$ cat src/rtl/core/shamh_pkg.sv
// Package for the SHA-256 message hasher: types, round constants and the
// Sigma/sigma helper functions. No dependencies.
`default_nettype none
package shamh_pkg;

   localparam int BLOCK_BYTES = 64;
   localparam int QUEUE_DEPTH = 4;

   typedef logic [31:0] word_type;

   typedef struct packed {
      logic [31:0] data_word;
      logic [2:0]  byte_count;
      logic        last_word;
   } req_type;

   typedef enum logic [2:0] {
      BK_IDLE,
      BK_LOAD,
      BK_ROUND,
      BK_FOLD,
      BK_EMIT
   } bk_state_type;

   localparam word_type INIT_HASH [8] = '{
      32'h6a09e667, 32'hbb67ae85, 32'h3c6ef372, 32'ha54ff53a,
      32'h510e527f, 32'h9b05688c, 32'h1f83d9ab, 32'h5be0cd19};

   localparam word_type ROUND_K [64] = '{
      32'h428a2f98, 32'h71374491, 32'hb5c0fbcf, 32'he9b5dba5,
      32'h3956c25b, 32'h59f111f1, 32'h923f82a4, 32'hab1c5ed5,
      32'hd807aa98, 32'h12835b01, 32'h243185be, 32'h550c7dc3,
      32'h72be5d74, 32'h80deb1fe, 32'h9bdc06a7, 32'hc19bf174,
      32'he49b69c1, 32'hefbe4786, 32'h0fc19dc6, 32'h240ca1cc,
      32'h2de92c6f, 32'h4a7484aa, 32'h5cb0a9dc, 32'h76f988da,
      32'h983e5152, 32'ha831c66d, 32'hb00327c8, 32'hbf597fc7,
      32'hc6e00bf3, 32'hd5a79147, 32'h06ca6351, 32'h14292967,
      32'h27b70a85, 32'h2e1b2138, 32'h4d2c6dfc, 32'h53380d13,
      32'h650a7354, 32'h766a0abb, 32'h81c2c92e, 32'h92722c85,
      32'ha2bfe8a1, 32'ha81a664b, 32'hc24b8b70, 32'hc76c51a3,
      32'hd192e819, 32'hd6990624, 32'hf40e3585, 32'h106aa070,
      32'h19a4c116, 32'h1e376c08, 32'h2748774c, 32'h34b0bcb5,
      32'h391c0cb3, 32'h4ed8aa4a, 32'h5b9cca4f, 32'h682e6ff3,
      32'h748f82ee, 32'h78a5636f, 32'h84c87814, 32'h8cc70208,
      32'h90befffa, 32'ha4506ceb, 32'hbef9a3f7, 32'hc67178f2};

   function automatic word_type rotr(input word_type x, input int n);
      rotr = (x >> n) | (x << (32 - n));
   endfunction

   function automatic word_type big_sigma0(input word_type x);
      big_sigma0 = rotr(x, 2) ^ rotr(x, 13) ^ rotr(x, 22);
   endfunction

   function automatic word_type big_sigma1(input word_type x);
      big_sigma1 = rotr(x, 6) ^ rotr(x, 11) ^ rotr(x, 25);
   endfunction

   function automatic word_type small_sigma0(input word_type x);
      small_sigma0 = rotr(x, 7) ^ rotr(x, 18) ^ (x >> 3);
   endfunction

   function automatic word_type small_sigma1(input word_type x);
      small_sigma1 = rotr(x, 17) ^ rotr(x, 19) ^ (x >> 10);
   endfunction

endpackage
`default_nettype wire

$ cat src/rtl/core/shamh_queue.sv
// Short request queue between the front end and the compression back end.
// Depends on shamh_pkg.
`default_nettype none
module shamh_queue
   import shamh_pkg::*;
(
   input  wire logic    clock,
   input  wire logic    reset,
   input  wire logic    wr_valid,
   output logic         wr_ready,
   input  wire req_type wr_data,
   output logic         rd_valid,
   input  wire logic    rd_ready,
   output req_type      rd_data
);
   localparam int AW = $clog2(QUEUE_DEPTH);

   req_type         mem_ff [QUEUE_DEPTH];
   logic [AW-1:0]   wp_ff, wp_in, rp_ff, rp_in;
   logic [AW:0]     cnt_ff, cnt_in;
   logic            push, pop;

   assign wr_ready = (cnt_ff != (AW+1)'(QUEUE_DEPTH));
   assign rd_valid = (cnt_ff != '0);
   assign rd_data  = mem_ff[rp_ff];
   assign push     = wr_valid & wr_ready;
   assign pop      = rd_valid & rd_ready;

   always_comb begin
      wp_in  = push ? wp_ff + 1'b1 : wp_ff;
      rp_in  = pop ? rp_ff + 1'b1 : rp_ff;
      cnt_in = cnt_ff + (AW+1)'(push) - (AW+1)'(pop);
   end

   always_ff @(posedge clock) begin
      if (reset) begin
         wp_ff  <= '0;
         rp_ff  <= '0;
         cnt_ff <= '0;
      end else begin
         wp_ff  <= wp_in;
         rp_ff  <= rp_in;
         cnt_ff <= cnt_in;
      end
      if (push) mem_ff[wp_ff] <= wr_data;
   end
endmodule
`default_nettype wire

$ cat src/rtl/core/shamh_front.sv
// Front end: takes message words, clamps the byte count and hands requests
// to the queue. Depends on shamh_pkg.
`default_nettype none
module shamh_front
   import shamh_pkg::*;
(
   input  wire logic        req_valid,
   output logic             req_ready,
   input  wire logic [31:0] req_data_word,
   input  wire logic [2:0]  req_byte_count,
   input  wire logic        req_last_word,
   output logic             q_valid,
   input  wire logic        q_ready,
   output req_type          q_data
);
   assign q_valid   = req_valid;
   assign req_ready = q_ready;

   always_comb begin
      q_data.data_word  = req_data_word;
      q_data.byte_count = (req_byte_count > 3'd4) ? 3'd4 : req_byte_count;
      q_data.last_word  = req_last_word;
   end
endmodule
`default_nettype wire

$ cat src/rtl/core/shamh_back.sv
// Back end: byte packing, padding, 64-round compression and digest output.
// Depends on shamh_pkg.
`default_nettype none
module shamh_back
   import shamh_pkg::*;
(
   input  wire logic        clock,
   input  wire logic        reset,
   input  wire logic        q_valid,
   output logic             q_ready,
   input  wire req_type     q_data,
   output logic             rsp_valid,
   input  wire logic        rsp_ready,
   output logic [31:0]      rsp_digest_word,
   output logic [2:0]       rsp_word_index,
   output logic             rsp_last_digest
);
   localparam logic [5:0] POS_LAST = 6'(BLOCK_BYTES - 1);
   localparam logic [5:0] POS_LEN  = 6'(BLOCK_BYTES - 8);

   bk_state_type   st_ff, st_in;
   word_type       h_ff [8];
   word_type       v_ff [8];
   word_type       w_ff [16];
   logic [5:0]     pos_ff;
   logic [63:0]    bits_ff;
   logic [6:0]     rnd_ff;
   logic [2:0]     nb_ff;     // bytes of the current request still to pack
   logic [2:0]     bi_ff;     // next byte within the word
   logic [31:0]    dw_ff;
   logic           last_ff;
   logic           pad_ff;    // in padding phase
   logic           lenblk_ff; // current compression is the final one
   logic [2:0]     oi_ff;

   word_type t1, t2, wnew, wcur;
   logic [7:0] cur_byte;
   logic       ld_byte, ld_zero, ld_mark;

   // message schedule kept as a 16-word sliding window
   always_comb begin
      wnew = small_sigma1(w_ff[14]) + w_ff[9] + small_sigma0(w_ff[1]) + w_ff[0];
      wcur = (rnd_ff < 7'd16) ? w_ff[rnd_ff[3:0]] : wnew;
      t1 = v_ff[7] + big_sigma1(v_ff[4]) + ((v_ff[4] & v_ff[5]) ^ (~v_ff[4] & v_ff[6]))
         + ROUND_K[rnd_ff[5:0]] + wcur;
      t2 = big_sigma0(v_ff[0]) + ((v_ff[0] & v_ff[1]) ^ (v_ff[0] & v_ff[2])
         ^ (v_ff[1] & v_ff[2]));
      cur_byte = dw_ff[5'(31 - 8*bi_ff) -: 8];
      ld_byte  = (nb_ff != '0);
      ld_zero  = pad_ff && !(pos_ff == POS_LEN && !lenblk_ff);
      ld_mark  = last_ff && !pad_ff;
   end

   assign q_ready         = (st_ff == BK_IDLE);
   assign rsp_valid       = (st_ff == BK_EMIT);
   assign rsp_digest_word = h_ff[oi_ff];
   assign rsp_word_index  = oi_ff;
   assign rsp_last_digest = (oi_ff == 3'd7);

   always_comb begin
      st_in = st_ff;
      unique case (st_ff)
         BK_IDLE:  if (q_valid) st_in = BK_LOAD;
         BK_LOAD: begin
            if (ld_byte || ld_zero || ld_mark) begin
               if (pos_ff == POS_LAST) st_in = BK_ROUND;
            end else begin
               st_in = pad_ff ? BK_ROUND : BK_IDLE;
            end
         end
         BK_ROUND: if (rnd_ff == 7'd63) st_in = BK_FOLD;
         BK_FOLD:  st_in = lenblk_ff ? BK_EMIT : BK_LOAD;
         BK_EMIT:  if (rsp_ready && oi_ff == 3'd7) st_in = BK_IDLE;
         default:  st_in = BK_IDLE;
      endcase
   end

   always_ff @(posedge clock) begin
      if (reset) begin
         st_ff   <= BK_IDLE;
         pos_ff  <= '0;
         bits_ff <= '0;
         oi_ff   <= '0;
         pad_ff  <= 1'b0;
         lenblk_ff <= 1'b0;
         for (int i = 0; i < 8; i++) h_ff[i] <= INIT_HASH[i];
      end else begin
         st_ff <= st_in;
         unique case (st_ff)
            BK_IDLE: if (q_valid) begin
               dw_ff   <= q_data.data_word;
               nb_ff   <= q_data.byte_count;
               bi_ff   <= '0;
               last_ff <= q_data.last_word;
               bits_ff <= bits_ff + {58'd0, q_data.byte_count, 3'd0};
               pad_ff  <= 1'b0;
               lenblk_ff <= 1'b0;
            end
            BK_LOAD: begin
               // one byte per cycle; start compression on a full block
               if (ld_byte || ld_zero) begin
                  if (ld_byte) begin
                     w_ff[pos_ff[5:2]][5'(31 - 8*pos_ff[1:0]) -: 8] <= cur_byte;
                     nb_ff <= nb_ff - 1'b1;
                     bi_ff <= bi_ff + 1'b1;
                  end else begin
                     w_ff[pos_ff[5:2]][5'(31 - 8*pos_ff[1:0]) -: 8] <= 8'h00;
                  end
                  pos_ff <= pos_ff + 1'b1;
                  if (pos_ff == POS_LAST) begin
                     rnd_ff <= '0;
                     for (int i = 0; i < 8; i++) v_ff[i] <= h_ff[i];
                  end
               end else if (ld_mark) begin
                  w_ff[pos_ff[5:2]][5'(31 - 8*pos_ff[1:0]) -: 8] <= 8'h80;
                  pos_ff <= pos_ff + 1'b1;
                  pad_ff <= 1'b1;
                  if (pos_ff == POS_LAST) begin
                     rnd_ff <= '0;
                     for (int i = 0; i < 8; i++) v_ff[i] <= h_ff[i];
                  end
               end else if (pad_ff) begin
                  // length words go in, final block
                  w_ff[14]  <= bits_ff[63:32];
                  w_ff[15]  <= bits_ff[31:0];
                  pos_ff    <= '0;
                  lenblk_ff <= 1'b1;
                  rnd_ff    <= '0;
                  for (int i = 0; i < 8; i++) v_ff[i] <= h_ff[i];
               end
            end
            BK_ROUND: begin
               if (rnd_ff >= 7'd16) begin
                  for (int i = 0; i < 15; i++) w_ff[i] <= w_ff[i+1];
                  w_ff[15] <= wnew;
               end
               v_ff[7] <= v_ff[6];
               v_ff[6] <= v_ff[5];
               v_ff[5] <= v_ff[4];
               v_ff[4] <= v_ff[3] + t1;
               v_ff[3] <= v_ff[2];
               v_ff[2] <= v_ff[1];
               v_ff[1] <= v_ff[0];
               v_ff[0] <= t1 + t2;
               rnd_ff  <= rnd_ff + 1'b1;
            end
            BK_FOLD: begin
               for (int i = 0; i < 8; i++) h_ff[i] <= h_ff[i] + v_ff[i];
               oi_ff <= '0;
            end
            BK_EMIT: if (rsp_ready) begin
               oi_ff <= oi_ff + 1'b1;
               if (oi_ff == 3'd7) begin
                  for (int i = 0; i < 8; i++) h_ff[i] <= INIT_HASH[i];
                  pos_ff  <= '0;
                  bits_ff <= '0;
                  pad_ff  <= 1'b0;
                  lenblk_ff <= 1'b0;
               end
            end
            default: ;
         endcase
      end
   end
endmodule
`default_nettype wire

$ cat src/rtl/core/sha256_message_hasher_unit.sv
// SHA-256 message hasher top level: front end, request queue, back end.
// The back end takes a request while idle, packs its message bytes and, after
// the last word, the padding into the block, compresses each block in 64 rounds
// and a fold, and outputs the eight digest words. With a single round unit it
// takes no new request until done with the last. Synchronous reset restores the
// initial hash, clears the byte and bit counters and empties the queue.
`default_nettype none
module sha256_message_hasher_unit
   import shamh_pkg::*;
(
   input  wire logic        clock,
   input  wire logic        reset,
   input  wire logic        req_valid,
   output logic             req_ready,
   input  wire logic [31:0] req_data_word,
   input  wire logic [2:0]  req_byte_count,
   input  wire logic        req_last_word,
   output logic             rsp_valid,
   input  wire logic        rsp_ready,
   output logic [31:0]      rsp_digest_word,
   output logic [2:0]       rsp_word_index,
   output logic             rsp_last_digest
);
   logic    fq_valid, fq_ready, qb_valid, qb_ready;
   req_type fq_data, qb_data;

   shamh_front u_front (
      .req_valid, .req_ready, .req_data_word, .req_byte_count, .req_last_word,
      .q_valid(fq_valid), .q_ready(fq_ready), .q_data(fq_data));

   shamh_queue u_queue (
      .clock, .reset,
      .wr_valid(fq_valid), .wr_ready(fq_ready), .wr_data(fq_data),
      .rd_valid(qb_valid), .rd_ready(qb_ready), .rd_data(qb_data));

   shamh_back u_back (
      .clock, .reset,
      .q_valid(qb_valid), .q_ready(qb_ready), .q_data(qb_data),
      .rsp_valid, .rsp_ready, .rsp_digest_word, .rsp_word_index, .rsp_last_digest);
endmodule
`default_nettype wire

$ cat config.mk
export PLATFORM = sky130hd
export DESIGN_NAME = sha256_message_hasher_unit
export DESIGN_NICKNAME = d
export VERILOG_FILES = /design/src/rtl/core/shamh_pkg.sv /design/src/rtl/core/shamh_queue.sv /design/src/rtl/core/shamh_front.sv /design/src/rtl/core/shamh_back.sv /design/src/rtl/core/sha256_message_hasher_unit.sv
export SDC_FILE = /design/constraint.sdc
export NUM_CORES = 2
export LEC_CHECK = 0
export ABC_AREA = 1
export BUFFER_PORTS_ARGS = -buffer_cell sky130_fd_sc_hd__buf_2
export CAP_MARGIN = 20
export CELL_PAD_IN_SITES_DETAIL_PLACEMENT = 1
export CELL_PAD_IN_SITES_GLOBAL_PLACEMENT = 2
export CORE_MARGIN = 4
export CORE_UTILIZATION = 43
export DETAILED_ROUTE_END_ITERATION = 8
export PLACE_DENSITY_LB_ADDON = 0.1
export SLEW_MARGIN = 5
export SYNTH_ARGS = -nofsm -noshare
export SYNTH_HDL_FRONTEND = slang
export SYNTH_SLANG_ARGS = --single-unit
$ cat constraint.sdc
create_clock -name clock -period 11.5 [get_ports clock]
set_input_delay 1.15 -clock clock [delete_from_list [all_inputs] [get_ports clock]]
set_output_delay 1.15 -clock clock [all_outputs]
set_load 0.03 [all_outputs]
==> results.tsv <==
stage	metric	value	unit
layout	most frequent cells in the layout	2,190 x nand2_1, 1,448 x o21ai_0, 1,387 x inv_1	
clock_tree	setup bufs post-CTS	0	
detailed_routing	residual DRC count	0	
grt	grt met3 use	8.14	%
timing	Fin. Hold Viols	0	
layout	fin cells	14000	
timing	actual slew at the worst max-slew pin	1.21	ns
synth	number of flops mapped to enable cells by yosys	1085	
job	max cap viols	0	
critical_path	critical path launch point type	register	
grt	largest net degree at the start of global routing	148	
floorplan	starting density of the core	43.4	%
layout	fillers	25000	
worst_hold_path	Hold Path Stages	2	
grt	met2 GRT Util	57.1	%
detailed_routing	detailed router's first-iteration violation count	10200	
critical_path	Critical Path RT	12.07	ns
synth	synth unique cells	72	
floorplan	# rows	167	
clock_tree	Post-CTS Resized	0	
grt	first-pass GRT wire length	611	mm
layout	Final #Nets	11700	
grt	Total GRT Usage	38.3	%
placement	gpl congestion	1.01	
floorplan	Die Ht	466	microns
critical_path	Worst path max stage delay	0.73	ns
clock_tree	CTS Buf Count	158	
critical_path	CP arrival	10.70	ns
power	Power Density	295	nW/um^2
synth	Seq cells post-synth	1304	
placement	dpl ws	1.76	ns
clock_tree	Reg clk slew, reported paths	0.06	ns
detailed_routing	Pre-antenna DRT Iters	8	
synth	Gate Count Post-Synth	11200	
critical_path	cell family with most CP delay	compound AO/OA/AOI/OAI gates	
critical_path	R2R depth	31	
layout	synth-to-layout area growth	9.85	%
synth	post-synth top area share	36.1	%
synth	syn_area_per_cell	8.07	sq um
synth	Top FF cell, synth	edfxtp_1	
power	Design Power	29.2	mW
detailed_routing	DRT Wirelength	428	mm
critical_path	CP Buf/Inv Count	2	
synth	top cells by area, synth	edfxtp_1 36%, nand2_1 9.1%, o21ai_0 8.1%	
placement	hpwl dp	331	mm
critical_path	Critical-path top delay cell	xor2_1	
clock_tree	CTS max path bufs	3	
floorplan	Core Area	208000	sq um
layout	commonest non-fill, non-tap cell in the layout	nand2_1	
synth	Ys Warns	0	
clock_tree	CTS root buffer	clkbuf_16	
critical_path	r2r endpoint	u_back.v_ff[0][23]	
timing	unrepaired setup endpoints after global routing	no	
timing	Max Fclk	0.0987	GHz
synth	biggest area consumer among synthesized cells	edfxtp_1	
critical_path	CP max FO	6	
floorplan	io pins	78	
grt	vias in the first global route	85800	
grt	met1 Resource Use GR	53.8	%
grt	initial antenna violation count	27	
grt	global route overflow	0	
timing	crit path time final	10.13	ns
clock_tree	CTS tree	yes	
clock_tree	H-tree depth	4	
synth	Synth Cell Area	90200	sq um
grt	GRT busiest layer	met2	
critical_path	reg2reg setup slack	1.37	ns
detailed_routing	via density per instance	6.14	
worst_hold_path	Worst Hold End	u_back.h_ff[5][15]	
timing	worst setup margin	1.37	ns
timing	Final Skew	0.0724	ns
synth	sequential fraction of the synthesis area	41.0	%
placement	PortBufs	77	
timing	TNS Setup	0	ns
power	leakage power	41.5	nW
critical_path	Worst R2R Start	u_back.w_ff[14][22]	
detailed_routing	Avg WL per Cell	30.5	microns
critical_path	Crit Path Category	reg -> reg	
timing	Slew Limit Fails	0	
timing	Slew headroom	18.5	%
clock_tree	CTS hold repair buffers	0	
power	Worst VDD drop	0.420	mV
critical_path	Critical Path End Type	register	
worst_hold_path	worst hold path class	reg -> reg	
clock_tree	TritonCTS Sinks	1304	
worst_hold_path	Hold Startpoint	u_back.h_ff[5][15]	
run_status	run status	finished, final reports clean	
layout	share of cells above drive strength 1	6.08	%
synth	Async SR Flop Fraction	0	%
detailed_routing	Final ANT Viol Nets	0	
timing	final setup violation count	0	
synth	post-synthesis net count	11800	
clock_tree	clk_lat worst skew	0.85	ns
floorplan	Die Wd	466	microns
critical_path	most frequent CP cell	o21ai_0	
placement	Placed Instances	13700	
detailed_routing	Vias	86100	
timing	period utilization	88.1	%
floorplan	die area	217000	sq um
[cells in the mapped netlist, types with 10 or more instances]
cell type,instances
buf_1,55
nand3b_1,11
a221oi_1,21
nand4_1,68
buf_2,53
edfxtp_1,1085
o22ai_1,49
nor3_2,11
a21o_1,66
nand2_2,10
xnor2_1,184
a21boi_0,24
a21oi_1,1078
mux2i_1,22
nor3_1,142
nor4_1,43
o21ai_1,16
ha_1,407
inv_2,33
o21ai_0,1454
o211ai_1,82
nand2_1,2192
o31ai_1,14
o21bai_1,60
fa_1,197
dfxtp_1,219
clkbuf_1,397
or2_2,44
o221ai_1,27
a31oi_1,97
nor2_1,625
o21a_1,32
maj3_1,18
nor2_4,11
buf_4,20
a22oi_1,25
inv_1,1393
a211oi_1,17
xor2_1,231
nand3_1,536
[per-layer routing]
layer / share of wire [%] / vias up
li1: - / 37800
met1: 43 / 43400
met2: 43 / 4064
met3: 9.5 / 780
met4: 4.9 / 20
met5: 0.031 / -
[worst min-delay path, stage by stage, from the launching register on]
cell	delay (ns)
dfxtp_1	0.32
nand2_1	0.07
a21oi_1	0.05
[flip-flops by register name, summed over array words and instances, names as in the netlist, 6 cells and up, named ones only]
register        flops
u_back.w_ff       512
u_back.h_ff       256
u_back.v_ff       256
u_queue.mem_ff    144
u_back.bits_ff     61
u_back.dw_ff       32
u_back.rnd_ff       7
u_back.pos_ff       6
[how the worst max path moves through the flow]
stage / startpoint / endpoint / slack [ns] / cells past startpoint
global placement: u_back.w_ff[1][6] / u_back.v_ff[0][23] / 1.70 / 32
finish: u_back.w_ff[14][22] / u_back.v_ff[0][23] / 1.37 / 31
detailed placement: u_back.w_ff[1][6] / u_back.v_ff[0][23] / 1.76 / 32
CTS: u_back.w_ff[1][6] / u_back.v_ff[0][23] / 1.68 / 32
global route: u_back.rnd_ff[1] / u_back.v_ff[0][23] / 0.96 / 35
floorplan: u_back.w_ff[1][8] / u_back.v_ff[0][31] / 3.86 / 41
[per-stage QoR]
step | util, % | hold WS (ns) | instance area, sq um
after global placement | 45.0 | 0.451 | 93500
final | 47.6 | 0.489 | 99100
after detailed placement | 45.0 | 0.471 | 93600
after CTS | 47.6 | 0.455 | 98900
after global routing | 47.6 | 0.475 | 99000
after floorplan | - | 0.436 | 90200
[layout make-up]
cell class	count	area (sq um)	share of cell area, %
antenna	12	30.0	0.0303
clock buffer	193	4140	4.17
tap	2788	3490	3.52
timing repair buffer	286	1970	1.99
clock inverter	92	1200	1.22
multi-input combinational	7904	45800	46.3
sequential	1304	37000	37.3
inverter	1436	5420	5.48
[power breakdown]
| part | switching (mW) | internal (mW) |
|---|---|---|
| sequential | 0.158 | 5.47 |
| clock | 2.31 | 2.94 |
| combinational | 12.8 | 5.56 |
[cells by family after synthesis]
family,Yosys count,share of synthesized area [%]
and+or+nand+nor,3731,17.4
DFF,1304,41.0
adders and majority gates,622,10.2
AOI/OAI and AO/OA,3114,18.8
xor gates and xnor gates,415,4.03
muxes,22,0.244
buffers and inverters,1961,8.32
Power figures use the tool's default switching activity.
